## src/htw_pkg.sv

```systemverilog
package htw_pkg;

   typedef logic [31:0] word_type;

   // node payload as held in the node RAM: expiry, handle, session
   typedef struct packed {
      word_type expiry;
      word_type handle;
      word_type session;
   } node_type;

   localparam int NODE_BITS = $bits(node_type);

   // cap on firings per tick
   localparam int MAX_RESULTS = 64;
   localparam int RCNT_W      = $clog2(MAX_RESULTS + 1);

endpackage

```

## src/htw_slot_calc.sv

```systemverilog
module htw_slot_calc
   import htw_pkg::*;
#(
   parameter int NEAR_BITS   = 8,
   parameter int LEVEL_BITS  = 6,
   parameter int LEVEL_COUNT = 4,
   parameter int BKT_W       = 9
) (
   input  word_type         expiry,
   input  word_type         tick,
   output logic [BKT_W-1:0] bucket
);

   localparam int NEAR_SLOTS  = 1 << NEAR_BITS;
   localparam int LEVEL_SLOTS = (1 << LEVEL_BITS) - 1;

   logic [63:0] e64;
   logic [63:0] t64;
   logic [63:0] sel;
   int          lvl;
   logic        hit;
   int          slot;

   assign e64 = {32'd0, expiry};
   assign t64 = {32'd0, tick};

   always_comb begin
      lvl = LEVEL_COUNT - 1;
      hit = 1'b0;
      for (int l = 0; l < LEVEL_COUNT - 1; l++) begin
         if (!hit && ((e64 >> (NEAR_BITS + LEVEL_BITS * (l + 1))) ==
                      (t64 >> (NEAR_BITS + LEVEL_BITS * (l + 1))))) begin
            hit = 1'b1;
            lvl = l;
         end
      end
      sel  = (e64 >> (NEAR_BITS + LEVEL_BITS * lvl)) & 64'(LEVEL_SLOTS);
      // index zero wraps to the top slot
      slot = (sel == 64'd0) ? (LEVEL_SLOTS - 1) : (int'(sel[31:0]) - 1);
      if ((e64 >> NEAR_BITS) == (t64 >> NEAR_BITS)) begin
         bucket = BKT_W'(expiry & word_type'(NEAR_SLOTS - 1));
      end else begin
         bucket = BKT_W'(NEAR_SLOTS + lvl * LEVEL_SLOTS + slot);
      end
   end

endmodule

```

## config.mk

```make
export PLATFORM = sky130hd
export DESIGN_NAME = htw_slot_calc
export DESIGN_NICKNAME = d
export VERILOG_FILES = /design/src/htw_pkg.sv /design/src/htw_slot_calc.sv
export SDC_FILE = /design/constraint.sdc
export NUM_CORES = 1
export LEC_CHECK = 0
export ABC_AREA = 1
export BUFFER_PORTS_ARGS = -buffer_cell sky130_fd_sc_hd__buf_2
export CORE_AREA = 2 2 56 58
export DETAILED_ROUTE_END_ITERATION = 8
export DIE_AREA = 0 0 58 60
export GPL_TIMING_DRIVEN = 0
export PLACE_DENSITY = 0.85
export REMOVE_ABC_BUFFERS = 1
export SLEW_MARGIN = 20
export SYNTH_ARGS = -nofsm -noshare
export SYNTH_HDL_FRONTEND = slang
export SYNTH_SLANG_ARGS = --single-unit
```

## constraint.sdc

```tcl
create_clock -name vclk -period 7.3
set_input_delay 0.73 -clock vclk [all_inputs]
set_output_delay 0.73 -clock vclk [all_outputs]
set_load 0.005 [all_outputs]
```

After elaboration in Yosys (flattened, before gate mapping)
Cells that the tools add are included.
{"block": "word_totals", "output_inout_bits": 9, "inputBits": 64, "register_bits": 0, "elab_cells": 23}
{"block": "op_classes", "n_eq_ne": 4, "shift": 1, "add_sub_neg": 4, "n_mux": 7, "reduce_logical": 5, "n_mul": 2}
{"operator": "$logic_not 64->1", "count": 1}
{"operator": "$shr 32x6->6", "count": 1}
{"operator": "$eq 24x24->1", "count": 1}
{"operator": "$eq 18x18->1", "count": 1}
{"operator": "$mux 9", "count": 2}
{"operator": "$eq 12x12->1", "count": 1}
{"operator": "$add 9x9->9", "count": 1}
{"operator": "$add 9x9->9 const A", "count": 1}
{"operator": "$mul 2x6->8 const B", "count": 1}
{"operator": "$sub 6x1->7 const B", "count": 1}
{"operator": "$add 4x5->6 const A", "count": 1}
{"operator": "$eq 6x6->1", "count": 1}
{"operator": "$mux 2", "count": 3}
{"operator": "$mul 2x2->4 const A", "count": 1}
{"operator": "$logic_and 1x1->1", "count": 2}
{"operator": "$logic_not 1->1", "count": 2}
{"operator": "$mux 1", "count": 2}

Logic depth before layout (Yosys ltp)
{"block": "logic_depth", "ltp_word": 15, "depth_mapped": 28, "depth_no_buf": 27}

Least setup slack after synthesis
OpenSTA, ideal clock, no wires.
{"block": "synth_timing", "path_kind": "in2out", "from": "in expiry[22]", "to": "out bucket[6]", "cell_stages": 26, "path_buffers": 1, "required_ns": 6.570, "arrival_time_ns": 3.497, "path_slack_ns": 3.073, "cell_sequence": "inv_1 > nand2_1 > nand2_1 > nor2_1 > inv_2 > nor2_4 > nand2_4 > nand2_4 > buf_8 > nand3_1 > nand4_1 > ha_1 > nand3_2 > nand2_1 > inv_1 > ha_1 > fa_1 > nand2_1 > inv_1 > o21ai_0 > nand2_1 > nand2_1 > nand2_1 > a21oi_1 > xor2_1 > a21oi_1"}
{"block": "synth_between", "elab_chain_cells": 15, "elab_cells_between_ends": 22, "cone_classes": "4 x add/sub; 2 x mul; 3 x eq/ne; 1 x shift; 7 x mux; 5 x reduce/logical"}
{"element": "start, declared", "line_no": "htw_slot_calc.sv:9", "rtl": "input word_type expiry,"}
{"element": "$eq 18x18->1", "line_no": "htw_slot_calc.sv:31", "rtl": "if (!hit && ((e64 >> (NEAR_BITS + LEVEL_BITS * (l + 1))) =="}
{"element": "$mux 1", "line_no": "htw_slot_calc.sv:31"}
{"element": "$logic_not 1->1", "line_no": "htw_slot_calc.sv:31"}
{"element": "$logic_and 1x1->1", "line_no": "htw_slot_calc.sv:31"}
{"element": "$mux 1", "line_no": "htw_slot_calc.sv:31"}
{"element": "$logic_not 1->1", "line_no": "htw_slot_calc.sv:31"}
{"element": "$logic_and 1x1->1", "line_no": "htw_slot_calc.sv:31"}
{"element": "$mux 2", "line_no": "htw_slot_calc.sv:31"}
{"element": "$mul 2x2->4", "line_no": "htw_slot_calc.sv:37", "rtl": "sel = (e64 >> (NEAR_BITS + LEVEL_BITS * lvl)) & 64'(LEVEL_SLOTS);"}
{"element": "$add 4x5->6", "line_no": "htw_slot_calc.sv:37"}
{"element": "$shr 32x6->6", "line_no": "htw_slot_calc.sv:37"}
{"element": "$sub 6x1->7 or $logic_not 64->1 (tied branches)", "line_no": "htw_slot_calc.sv:39", "rtl": "slot = (sel == 64'd0) ? (LEVEL_SLOTS - 1) : (int'(sel[31:0]) - 1);"}
{"element": "$mux 9", "line_no": "htw_slot_calc.sv:39"}
{"element": "$add 9x9->9", "line_no": "htw_slot_calc.sv:43", "rtl": "bucket = BKT_W'(NEAR_SLOTS + lvl * LEVEL_SLOTS + slot);"}
{"element": "$mux 9 (*)", "line_no": "htw_slot_calc.sv:40", "rtl": "if ((e64 >> NEAR_BITS) == (t64 >> NEAR_BITS)) begin"}
{"element": "end, declared", "line_no": "htw_slot_calc.sv:11", "rtl": "output logic [BKT_W-1:0] bucket"}
Every way passes the cells marked *; elsewhere a longest branch is shown, timed or not.

Worst setup path after layout
{"block": "layout_timing", "from": "in expiry[28]", "to": "out bucket[6]"}
Same word-level chain as after synthesis.

==> results.md <==
- The run finished with clean final reports.
- After the last flow step, the layout net total stands at 409.
- In this design, the critical path's most frequently occurring cell is sky130_fd_sc_hd__nand2_1.
- The via count of the first global-routing pass was 1548.
- The first-iteration detailed-routing DRC count is 33.
- The number of unique standard cell types used by synthesis is 26.
- 73 I/O pins were placed.
- After filler insertion, the fill cell instance count of the layout stands at 304.
- The slowest stage of the critical path is the sky130_fd_sc_hd__fa_1 cell.
- The data arrival time at the worst-slack endpoint is 4.09 ns.
- The share of the synthesized area in the top cell type is 24.8%.
- The number of warning messages in the yosys log is 0.
- Compared with the post-synthesis result, the final layout area differs by 25.3%.
- The routed wire length is 3030 um.
- The number of endpoints with negative hold slack in the final report came to 0.
- The launching element type of the critical path is an input port.
- The worst hold path was traced through 3 stages.
- The net switching power of the design is 0.0510 mW.
- The critical path required time is 6.57 ns.
- The number of max-slew violations in the final report was 0.
- The fraction of power consumed by the clock network is 0%.
- Leaving out fill and tap cells, the most frequent cells in the layout are sky130_fd_sc_hd__nand2_1, sky130_fd_sc_hd__buf_2, sky130_fd_sc_hd__inv_1.
- The number of buffers inserted for hold repair after clock tree synthesis is 0.
- The buffering stage count on the worst path with inverters included is 5.
- The worst path uses 66.0% of the clock period.
- The post-route DRC violation count is 0.
- The die outline area is 3480 sq um.
- The final cell area excluding filler cells is 1720 sq um.
- The final sequential cell count is 0.
- In this run the number of cells on the critical path is 25.
- In this run switching power makes up 52.9% of total power.
- Combinational logic is responsible for 100.0% of the overall power.
- On the worst path, the slowest cell contributes a delay of 0.39 ns.
- The power density relative to cell area is 55.9 nW/um^2.
- The pin count of the biggest net entering global routing is 15.
- The die boundary height is 60 um.
- The worst path in the final design needs a cycle of 4.82 ns, including I/O delays and setup.
- Each instance of the synthesized netlist takes up on average 5.15 sq um.
- The sort of element at the end of the critical path is an output port.
- Of all cell types, the one taking the most synthesized area is sky130_fd_sc_hd__nand2_1.
- Summed over all nets, the half-perimeter wirelength after detailed placement is 2760 um.
- The total of clock buffers placed in the layout is 0.
- The classification of the worst-slack hold path is input port to output port.
- The maximum clock rate is 208 MHz.
- The post-route antenna net violation count is 0.
- Setup repair after global routing left no endpoint under its margin.
- The number of resized instances in the post-cts repair step is 0.
- For the pin with the worst max-slew slack, the measured transition is 0.504 ns.
- Across the run, the number of max-cap violations was 0.
- The internal portion of the total power is 0.0453 mW.
- After detailed routing, the average wire length per cell comes to 8.36 um.
- In this run the core area contains 20 standard-cell rows.
- Across the VDD grid, the largest voltage drop is 0.0263 mV.
- After detailed placement, the total cell area comes to 1720 sq um.
- Grouping stages by cell kind, the critical path spends the most delay in simple AND/OR/NAND/NOR gates.
- The number of setup buffers added after CTS is 0.
- Summed over all cells, the static leakage comes to 1.16 nW.
- In this run the worst path has a maximum fanout of 7.
- The remaining global-route overflow is 0.
- The routed layout has 1701 vias.
- Setup violations remaining at the end of the flow were counted as 0.
- The number of antenna violations at the first check in global routing is 0.
- The global-route wire length before repair is 5690 um.
- The worst setup path is of the input port to output port kind.
- The combined flip-flop and latch cell area is 0 sq um.
- After floorplanning, the core was sized to cover 2900 sq um.
- The starting utilization of the core area is 47.4%.
- Cells with a size suffix above 1 make up 29.1% of the layout.
- The via-per-instance ratio is 4.69.
- The sequential cell fraction of total power is 0%.
- The summed negative setup slack over all endpoints is 0 ns.
- The placer's final routability congestion estimate is 0.914.
- The number of inserted diodes is 0.
- Summing every instance area after synthesis gives 1380 sq um.
- The die is 58 um wide.
- The number of buffer cells added on primary ports is 65.
- The share of the Yosys chip area taken by registers is 0%.
- Measured against its own limit, the worst slew margin works out to 66.3%.
- After technology mapping, the gate count stands at 267.
- The most common cell after layout, fill and taps aside is sky130_fd_sc_hd__nand2_1.
- The first-pass iteration count of the detailed router is 4.
- The total global routing track utilization is 19.4%.
- By area the synthesized netlist is led by sky130_fd_sc_hd__nand2_1, sky130_fd_sc_hd__inv_1, sky130_fd_sc_hd__ha_1.
-- Yosys cell counts --
cell                         n
sky130_fd_sc_hd__nand2_1    91
sky130_fd_sc_hd__inv_1      49
sky130_fd_sc_hd__nor2_1     30
sky130_fd_sc_hd__nand3_1    14
sky130_fd_sc_hd__ha_1       12
sky130_fd_sc_hd__a21oi_1     8
sky130_fd_sc_hd__o21ai_0     8
sky130_fd_sc_hd__inv_2       7
sky130_fd_sc_hd__nand2_2     7
sky130_fd_sc_hd__nand4_1     5
sky130_fd_sc_hd__xnor2_1     5
sky130_fd_sc_hd__nand2_4     4
sky130_fd_sc_hd__nand3_2     4
sky130_fd_sc_hd__xor2_1      4
sky130_fd_sc_hd__mux2_2      3
sky130_fd_sc_hd__nor2_2      3
sky130_fd_sc_hd__nor2_4      3
sky130_fd_sc_hd__a31oi_1     2
sky130_fd_sc_hd__a21boi_0    1
sky130_fd_sc_hd__buf_8       1
sky130_fd_sc_hd__clkbuf_1    1
sky130_fd_sc_hd__fa_1        1
sky130_fd_sc_hd__nor3_1      1
sky130_fd_sc_hd__o2111ai_1   1
sky130_fd_sc_hd__o21a_1      1
sky130_fd_sc_hd__o21ai_1     1
-- worst paths after layout --
| path | start | endpoint |
|---|---|---|
| max | expiry[28] | bucket[6] |
| min | expiry[5] | bucket[5] |
-- routing by layer --
layer | global-route usage (%) | part of all wire (%)
met1 | 23.1 | 44
met2 | 38.1 | 50
met3 | 1.08 | 5.1
met4 | 3.32 | 0.33
met5 | 0 | 0
-- through the flow --
| step | setup slack (ns) | instances | hold slack, ns | utilization [%] | power, mW |
|---|---|---|---|---|---|
| after floorplan | 3.12 | 265 | 1.57 | - | 0.0625 |
| after global placement | 2.55 | 363 | 1.73 | 59.4 | 0.0945 |
| after detailed placement | 2.49 | 363 | 1.74 | 59.4 | 0.0970 |
| after CTS | 2.48 | 363 | 1.74 | 59.4 | 0.0973 |
| after global routing | 1.99 | 363 | 1.78 | 59.4 | 0.113 |
| final | 2.48 | 363 | 1.74 | 59.4 | 0.0964 |
-- area by class of cell --
class | instances | area, sq um | share of cell area, %
inverter | 56 | 210 | 12.2
tap | 33 | 41.3 | 2.40
multi-input combinational | 209 | 1150 | 66.5
timing repair buffer | 65 | 325 | 18.9
-- power groups by stage --
| stage | clock network [mW] | logic (mW) | registers (mW) |
|---|---|---|---|
| 2_1_floorplan | 0 | 0.0625 | 0 |
| 5_1_grt | 0 | 0.113 | 0 |
| 4_1_cts | 0 | 0.0973 | 0 |
| 3_3_place_gp | 0 | 0.0945 | 0 |
| 3_5_place_dp | 0 | 0.0970 | 0 |
| 6_report | 0 | 0.0964 | 0 |
-- logic make-up (layout without fill, tap and decap cells) --
logic type / count (synthesis) / after routing / synth area share [%]
buf+inv: 58 / 121 / 16.7
mux: 3 / 3 / 2.46
simple gates: 162 / 162 / 54.0
compound gates: 22 / 22 / 8.83
xor+xnor: 9 / 9 / 5.73
fa+ha+maj: 13 / 13 / 12.4
Power figures use the tool's default switching activity.
