[src/htw_ram.sv]
module htw_ram #(
   parameter int WIDTH = 8,
   parameter int DEPTH = 16
) (
   input  logic                     clock,
   input  logic                     wr_en,
   input  logic [$clog2(DEPTH)-1:0] wr_addr,
   input  logic [WIDTH-1:0]         wr_data,
   input  logic [$clog2(DEPTH)-1:0] rd_addr,
   output logic [WIDTH-1:0]         rd_data
);

   logic [WIDTH-1:0] mem_ff [DEPTH];

   always_ff @(posedge clock) begin
      if (wr_en) begin
         mem_ff[wr_addr] <= wr_data;
      end
      rd_data <= mem_ff[rd_addr];
   end

endmodule

[config.mk]
export PLATFORM = sky130hd
export DESIGN_NAME = htw_ram
export DESIGN_NICKNAME = d
export VERILOG_FILES = /design/src/htw_ram.sv
export SDC_FILE = /design/constraint.sdc
export NUM_CORES = 1
export LEC_CHECK = 0
export BUFFER_PORTS_ARGS = -buffer_cell sky130_fd_sc_hd__buf_2
export CAP_MARGIN = 15
export CORE_AREA = 10 10 142 144
export CTS_CLUSTER_SIZE = 30
export DETAILED_ROUTE_END_ITERATION = 12
export DIE_AREA = 0 0 152 154
export SETUP_SLACK_MARGIN = 0.2
export SLEW_MARGIN = 20
export SYNTH_ARGS = -nofsm -noshare
export SYNTH_HDL_FRONTEND = slang
export SYNTH_SLANG_ARGS = --single-unit
[constraint.sdc]
create_clock -name clock -period 2.5 [get_ports clock]
set_input_delay 0.125 -clock clock [delete_from_list [all_inputs] [get_ports clock]]
set_output_delay 0.125 -clock clock [all_outputs]
set_load 0.01 [all_outputs]
; ---- Word level (Yosys, flattened, before mapping)
; Memories as Yosys holds them, arrays and structs flattened. A register that Yosys moved wholly into a read port is not among the register bits.
; Index checks and enable logic that the tools add are counted.
[totals]
in_bits = 18
reg_bits = 0
ramBits = 128
wordCells = 3
mem_count = 1
[mem_list]
columns = memory, depth, word_bits, read_ports, rd_clocked_by_memory_dff, wr, line_no
row1 = mem_ff, 16, 8, 1, 1, 1, 13  ; logic [WIDTH-1:0] mem_ff [DEPTH];
[op_classes]
n_mux = 2
[ops]
columns = operator, count
row1 = 2-to-1 mux 1 bit, 2

; ---- Logic depth before layout (Yosys ltp)
; Gate-level depths: netlist of run 1.
[logic_depth]
depth_word = 2
mapped_depth = 5
mapped_depth_nobuf = 3

; ---- Worst setup path before layout of run 1
; Ideal clock, no wire load.
[synth_timing]
path_type = input port to flip-flop
startpoint = input wr_addr[2]
endpoint = memory mem_ff[0][0] (enable)
arrival_time_ps = 1235
setup_slack_ps = 882
setup_time_ps = 383
cell_stages = 2
required_ps = 2117
path_cell_list = or3b_2 -> nor3_1
[synth_rtl]
columns = item, line_no
row1 = "start, declared", 7  ; input logic [$clog2(DEPTH)-1:0] wr_addr,
row2 = "end, declared", 13
; Straight into the memory's write port.

; ---- Worst setup path in the final report of run 1
[layout_timing]
startpoint = input wr_addr[2]
endpoint = memory mem_ff[1][2] (enable)
; Straight into the memory's write port.

==> results of run 1 <==
==> metrics by stage <==
| step | instance area, um^2 | util (%) |
|---|---|---|
| 2_1_floorplan | 5147 | - |
| 3_3_place_gp | 5593 | 32.56 |
| 3_5_place_dp | 5593 | 32.56 |
| 4_1_cts | 6246 | 36.36 |
| 5_1_grt | 6246 | 36.36 |
| 6_report | 6246 | 36.36 |
==> power groups by stage <==
| stage | sequential, mW | combinational [mW] | clock [mW] |
|---|---|---|---|
| after floorplan | 2.61 | 0.129 | 0 |
| after global placement | 2.61 | 0.233 | 0 |
| after detailed placement | 2.61 | 0.241 | 0 |
| after CTS | 2.57 | 0.241 | 2.75 |
| after global routing | 2.57 | 0.259 | 2.85 |
| final | 2.56 | 0.234 | 2.71 |
==> cells in the final DEF, fill, tap and decap left out, drive strengths merged <==
| cell | netlist | layout |
|---|---|---|
| bufinv | 0 | 5 |
| and2b | 1 | 1 |
| and2 | 1 | 1 |
| nand3 | 1 | 1 |
| nor2 | 13 | 13 |
| clkinvlp | 0 | 5 |
| nor3 | 4 | 4 |
| a22oi | 16 | 16 |
| nand3b | 2 | 2 |
| clkbuf | 0 | 17 |
| or3b | 1 | 1 |
| edfxtp | 128 | 128 |
| mux4 | 32 | 32 |
| dfxtp | 8 | 8 |
| nand2b | 2 | 2 |
| nand2 | 9 | 9 |
| buf | 7 | 40 |
| nor2b | 1 | 1 |
| clkinv | 0 | 5 |
==> synthesized netlist by cell type (all sizes together) <==
cell type,instances
or3b,1
and2,1
edfxtp,128
buf,7
nor2b,1
and2b,1
nand3b,2
nor3,4
nand2,9
nand3,1
clkdlybuf4s25,3
dfxtp,8
a22oi,16
mux4,32
nand2b,2
nor2,13
==> per-layer routing <==
metal  global-route usage (%)  vias up
met2                    13.95       43
met1                    11.09     1249
li1                         -     1076
met3                    3.180       10
met4                    3.301        0
met5                        0        -
==> worst max-delay path by stage <==
stage          slack, ps  depth (start not counted)       start                      to
3_5_place_dp         640                          3  wr_addr[2]  mem_ff[1][1]$_DFFE_PP_
6_report            1090                          3  wr_addr[2]  mem_ff[1][2]$_DFFE_PP_
2_1_floorplan        880                          2  wr_addr[2]  mem_ff[0][0]$_DFFE_PP_
3_3_place_gp         690                          3  wr_addr[2]  mem_ff[1][1]$_DFFE_PP_
5_1_grt             1030                          3  wr_addr[2]  mem_ff[1][2]$_DFFE_PP_
4_1_cts             1080                          3  wr_addr[2]  mem_ff[1][2]$_DFFE_PP_
==> cell families after synthesis <==
family / after synthesis / share of synthesized area [%]
buffers and inverters: 10 / 1.677
flip-flops: 136 / 77.78
multiplexers: 32 / 15.02
AND/OR/NAND/NOR: 35 / 3.184
AO/OA/AOI/OAI: 16 / 2.334
==> critical path: cells and delay by family <==
kind / cells / cell delay (ps)
buf+inv: 1 / 110
simple gates: 2 / 1200
==> sequential cells by signal, indices dropped and copies added (netlist names) <==
register and cells:
mem_ff 128, rd_data 8
==> cell type report <==
cell class                      count  area (um^2)  share of cell area (%)
Sequential cell                   136         4004                   64.10
Tap cell                          225        281.5                   4.507
Multi-Input combinational cell     83         1057                   16.93
Clock inverter                     15        227.7                   3.646
Timing Repair Buffer               40        250.2                   4.006
Clock buffer                       17        425.4                   6.811
==> results list, run 1 <==
- The flow ran to the end, and the final reports show no timing, DRC or antenna violations.
* CTS tree: yes
* Max stage delay on crit path: approximately 690 ps
* Max-capacitance violation count: 0
- The count of endpoints failing hold in the final timing report came to 0.
- Worst hold path type: primary input to flip-flop
- CP Max Fanout: 8
* Net count of the mapped netlist: ~250
- Die span in x: 152 um
- Transition time at the pin with the least slew margin: 876.1 ps
* Kind of critical path: primary input to flip-flop
- Yosys printed 0 warnings.
* Netlist Area Pre-Place: 5147 um^2
* Clock latency reported for the late side of the worst-skew pair: 410 ps
- The repair_antennas step left the layout with diodes totalling 0.
- Area of the core: ~17,000 um^2
- Entering global routing, the biggest net connects 28 pins.
- Non-filler instance count after layout: roughly 520
- Achievable clock frequency: ~710 MHz
- For this design the ratio of total power to cell area is 881.3 nW/um^2.
- Period utilization: between 50% and 60%
- The worst pin sits at a relative slew slack of 41.38%.
- Detailed router's first-iteration violation count: around 210
- At the end of the flow, the number of nets in the layout was a little under 300.
- Total wire length: 10.13 mm
- Detailed-routing wirelength on met1: around 4.6 mm
- In this run, CTS created clock tree buffers numbering 17.
* Die outline area: around 23,000 um^2
- Critical register-to-register path startpoint: mem_ff[2][0]$_DFFE_PP_
- WHS Endpoint: mem_ff[7][4]$_DFFE_PP_
- Yosys attributes the largest share of cell area to sky130_fd_sc_hd__edfxtp_1 (75%), sky130_fd_sc_hd__mux4_2 (7.9%), sky130_fd_sc_hd__mux4_1 (7.1%).
- Clock-pin slew was measured on the worst setup and hold paths at approximately 60 ps.
* Clock Tree Buf Depth: 2
- In this run the mean area of a mapped cell was about 22 um^2.
- Setup slack on the critical path of the routed design comes to 1091 ps.
* # setup viols final: 0
- At the worst endpoint, the required time is ~2500 ps.
- The number of global-route vias before repair came to 2,591.
- Of the cells placed in the final design, the portion with a size suffix greater than 1 is 31.27%.
- Power comes to ~5.5 mW.
* Level count of the clock H-tree: 4
- For this design the static power due to leakage is 2.079 nW.
- Met3 wirelength from detailed routing: approximately 440 um
- Grt total ovfl: 0
* Destination of the worst register-to-register timing path: rd_data[0]$_DFF_P_
* Initial DRT Pass Iterations: 4
- Launch point of the worst hold path: wr_data[4]
* Largest voltage drop on the vdd net: between 500 and 600 uV
* Detailed placer's ending HPWL: between 6 and 7 mm
- In this run the power spent charging and discharging nets is around 1.1 mW.
- The clock network burns roughly half of the power.
- Min Hold Slack: ~100 ps
- The highest layer touched by signal routing is met4.
- In the routed design, unresolved DRC markers number 0.
- Mapped Cells: ~230
* Cell total after placement: a little under 500
* Via count of the routed design: about 2.4k
- The first global-routing pass estimated approximately 16 mm of wire.
- Final-layout setup total negative slack: 0 ps
* Minimum clock period: 1409 ps
- Once the clock tree was built, the setup fixing pass inserted 0 buffers.
- Count of input and output buffers: 25
- Final Max Tran Viols: 0
- Of the total power, the share spent switching nets is 19.71%.
- Clock tree synthesis found a total of about 140 sinks.
- The top cell type by area accounts for between 70% and 80% of the synthesized area.
- Dividing the detail-routed via count by the number of cells gives 4.609.
- Number of cell rows: 48
- Counting instances, the worst hold path has a depth of 1.
* Reg-to-reg setup timing slack: roughly 1200 ps
* Critical path startpoint category: primary input
- The slowest stage of the critical path is the sky130_fd_sc_hd__nor2_1 cell.
* Die H: about 150 um
- In this run, post-CTS hold repair placed 0 buffers.
- After clock tree synthesis, the repair step resized 0 gates.
- For the worst flop-to-flop path, the logic depth is 3.
- Wire segments on met2 add up to 4.978 mm in the final route.
* Unrepaired setup endpoints after global routing: no
- Global routing used between 8 and 9% of the available tracks across all layers.
* Number of antenna-violating nets in the routed design: 0
- Starting utilization of the core area: 29.97%
- The biggest area contributor in the post-synthesis netlist is sky130_fd_sc_hd__edfxtp_1.
* Layout area overhead: 21.34%
- Sort of element at the end of the critical path: flip-flop
- Internal power consumption: roughly 4.4 mW
- Counting distinct cell types in the post-synthesis netlist gives 19.
- Number of antenna violations at the first check in global routing: 0
- Dividing the detail-routed wire length by the instance count gives between 15 and 20 um.
- The signal on the critical path passes through buf_2 -> or3b_2 -> nor2_1.
- Clock skew on the completed layout was measured at between 6 and 7 ps.
- Root buf cell: sky130_fd_sc_hd__clkbuf_16
* IO Pins: 26
- The share of total power dissipated in sequential elements is about 47%.
- Timing analysis after detailed placement gives a worst setup slack of between 600 and 700 ps.
* Count of state elements after synthesis: between 100 and 150
* Layout fillers: 1,614
- Post-synthesis sequential area ratio: between 70 and 80%
* Final estimated routing congestion in global placement: ~0.74
* Share of total power in combinational logic: 4.3%
- STA puts the critical path data arrival time at ~1400 ps.
(Power assumes the default switching activity.)
==> inputs of run 2 (changes only) <==
Clock period 2.5 ns to 1.1 ns, I/O delays scaled along.
==> results list, run 2 (same netlist as run 1, synthesis figures left out) <==
* Status: complete, but fails checks (was completed)
- The final reports fail on negative setup slack.
- The number of global-route vias before repair was 2,570 (was 2,591).
- Number of cell rows: 48 (unchanged)
- Req. time, crit path: 1390 ps (was 2530 ps)
- IO Pins: 26 (unchanged)
* Final design area excluding fillers: 6608 um^2 (was 6246 um^2)
- The number of antenna cells inserted came to 0 (unchanged).
- Kind of critical path: flip-flop to flip-flop (was primary input to flip-flop)
- The part of the total power dissipated in combinational logic came to 5.6% (was 4.3%).
- Vias per inst: 4.640 (was 4.609)
- Achievable clock frequency: a little under 800 MHz
- Grt total ovfl: 0 (unchanged)
* Flop pwr share: 47.4% (was 46.6%)
- The total detailed-routing wirelength is 10.60 mm (was 10.13 mm).
- The core area is 17,180 um^2 (unchanged).
- Cell total after placement: 497 (was 484)
- The global-route wire length before repair is 16.38 mm (was 15.60 mm).
- Transition time at the pin with the least slew margin: 783.1 ps (was 876.1 ps)
- The switching part of the total came to 19.62% (was 19.71%).
- Clock Tree Buf Depth: 2 (unchanged)
- The number of nets still failing antenna checks after routing was 0 (unchanged).
* Pin count of the biggest net entering global routing: 18 (was 28)
- The flip-flop count of the largest register, all copies and words added was 128 (unchanged).
* Max stage delay cell, worst path: sky130_fd_sc_hd__mux4_2 (was sky130_fd_sc_hd__nor2_1)
* Worst path top cell family by delay: multiplexers (was simple AND/OR/NAND/NOR gates)
- CTS tree: yes (unchanged)
- The total routing resource utilization after global routing came to 9.364% (was 8.912%).
- The met2 routed wirelength came to 5.348 mm (was 4.978 mm).
* Detailed-routing wirelength on met1: 4.388 mm (was 4.619 mm)
- Final estimated routing congestion in global placement: 0.7216 (was 0.7393)
* Routed wire length per instance: 20.00 um (was 19.64 um)
- Layout cell share with drive strength beyond 1: 44.92% (was 31.27%)
- Final Max Tran Viols: 0 (unchanged)
- The post-layout instance count excluding filler cells was 530 (was 516).
- The number of I/O port buffers came to 25 (unchanged).
- Max stage delay on crit path: 520 ps (was 690 ps)
- Crit path to: rd_data[7]$_DFF_P_ (was mem_ff[1][2]$_DFFE_PP_)
* DP Worst Slack: -328.6 ps (was 642.5 ps)
* Most common cell after layout, fill and taps aside: sky130_fd_sc_hd__edfxtp_1 (unchanged)
* CP Max Fanout: 1 (was 8)
- The internal power consumption came to 9.905 mW (was 4.420 mW).
- Layout area overhead: 28.37% (was 21.34%)
* Reg clk slew, reported paths: 60 ps (about the same)
- Minimum clock period: around 1300 ps
- Destination of the worst register-to-register timing path: rd_data[7]$_DFF_P_ (was rd_data[0]$_DFF_P_)
* Top layer in use: met4 (unchanged)
* Starting utilization of the core area: 29.97% (unchanged)
- The peak ir drop on the vdd network was 912.3 uV (was 523.5 uV).
- The number of max-capacitance violations reported was 0 (unchanged).
* Critical path depth in cells: 3 (unchanged)
- The number of remaining DRC errors came to 0 (unchanged).
- Clk sink count: 136 (unchanged)
- Final clock skew: 7.579 ps (was 6.269 ps)
- CTS Buf Count: 17 (unchanged)
- Unrepaired setup endpoints after global routing: yes (was no)
- The clock share of power came to 47.0% (was 49.2%).
* Level count of the clock H-tree: 4 (unchanged)
- Root buf cell: sky130_fd_sc_hd__clkbuf_16 (unchanged)
- Met3 wirelength from detailed routing: 815 um (was 442 um)
- The post-place instance area is 5936 um^2 (was 5593 um^2).
- Reg-to-reg setup timing slack: -180 ps (was 1160 ps)
- The final setup slack of the worst path came to -182.2 ps (was 1091 ps).
- The final HPWL from detailed placement was 7.072 mm (was 6.512 mm).
* CP Launch Point: mem_ff[7][7]$_DFFE_PP_ (was wr_addr[2])
* Clock latency reported for the late side of the worst-skew pair: 400 ps (was 410 ps)
* Sort of element at the end of the critical path: flip-flop (unchanged)
- Worst hold path type: primary input to flip-flop (unchanged)
- The remaining max-slew budget at the tightest pin came to 47.60% (was 41.38%).
- Most frequent cells in the layout: sky130_fd_sc_hd__edfxtp_1 (128), sky130_fd_sc_hd__mux4_2 (32), sky130_fd_sc_hd__buf_2 (20) (was sky130_fd_sc_hd__edfxtp_1 (128), sky130_fd_sc_hd__buf_2 (25), sky130_fd_sc_hd__mux4_2 (18))
- The combined buffer and inverter count along the critical path is 0 (was 1).
* CTS hold repair buffers: 0 (unchanged)
- The worst flop-to-flop path startpoint was mem_ff[7][7]$_DFFE_PP_ (was mem_ff[2][0]$_DFFE_PP_).
- Final-layout setup total negative slack: -1278 ps (was 0 ps)
- The chip height is 154 um (unchanged).
* Final hold violations: 0 (unchanged)
- Period utilization: 116.6%
- Initial DRT Pass Iterations: 4 (unchanged)
* Detailed router's first-iteration violation count: 204 (was 206)
- # setup viols final: 8 (was 0)
- The number of vias in the routed layout was 2,459 (was 2,378).
- The leakage power figure came to 2.158 nW (was 2.079 nW).
- Register-to-Register Path Depth: 3 (unchanged)
- The net switching power figure came to 2.418 mW (was 1.085 mW).
- Worst-path cell chain: mux4_2 -> a22oi_1 -> nand2_1 (was buf_2 -> or3b_2 -> nor2_1)
- The floorplan die width was 152 um (unchanged).
- Biggest registers after layout: mem_ff x128, rd_data x8 (unchanged)
* Register ranked first by flip-flop count: mem_ff (unchanged)
* Endpoint arrival time on the critical path: 1570 ps (was 1440 ps)
- The launching element type of the critical path is a flip-flop (was primary input).
- Die outline area: 23,410 um^2 (unchanged)
* Number of antenna violations at the first check in global routing: 0 (unchanged)
- Power per unit of standard cell area: 1865 nW/um^2 (was 881.3 nW/um^2)
- Net count, final: 310 (was 296)
## run 2: changes by cell type in the layout (fill, tap and decap cells not counted), sizes merged
cell	delta
buf	+14
bufinv	-1
clkbuf	+2
clkinv	+2
clkinvlp	-3
## run 2: worst min path at each step
stage,start,endpoint,slack [ps],depth (start not counted)
2_1_floorplan,wr_data[0],mem_ff[0][0]$_DFFE_PP_,150,0
3_5_place_dp,wr_data[2],mem_ff[13][2]$_DFFE_PP_,460,1
5_1_grt,wr_data[2],mem_ff[13][2]$_DFFE_PP_,40,1
4_1_cts,wr_data[2],mem_ff[13][2]$_DFFE_PP_,20,1
3_3_place_gp,wr_data[6],mem_ff[10][6]$_DFFE_PP_,440,1
6_report,wr_data[6],mem_ff[10][6]$_DFFE_PP_,40,1
## run 2: timing repair
item                       4_1_cts  5_1_grt
setup endpoints to repair       16       37
resized for setup               12        2
hold endpoints to repair         0        0
buffers inserted                 0        1
pin swaps                        0        1
## run 2: power groups by stage
stage	combinational (mW)	sequential, mW	clock [mW]
after detailed placement	0.670	5.94	0
final	0.686	5.84	5.80
after floorplan	0.339	5.94	0
after global placement	0.659	5.93	0
after global routing	0.746	5.85	6.12
after CTS	0.700	5.84	5.88
## run 2: area by class of cell
| cell class | instances | area (um^2) |
|---|---|---|
| Clock buffer | 19 | 432.9 |
| Multi-Input combinational cell | 83 | 1117 |
| Clock inverter | 13 | 178.9 |
| Fill cell | 1572 | 10570 |
| Tap cell | 225 | 281.5 |
| Timing Repair Buffer | 54 | 586.8 |
| Sequential cell | 136 | 4010 |
## run 2: per-stage QoR
stage	total power, mW	hold slack, ps	utilization [%]
finish	12.32	35.42	38.47
global route	12.72	36.00	38.47
CTS	12.43	22.56	38.37
detailed placement	6.606	455.5	34.56
global placement	6.589	443.1	34.56
floorplan	6.282	153.9	-
## run 2: metal layers
metal	GRT usage, %	up-vias
met3	2.789	2
met2	14.24	84
met1	12.33	1283
li1	-	1090
met5	0	-
met4	3.530	0
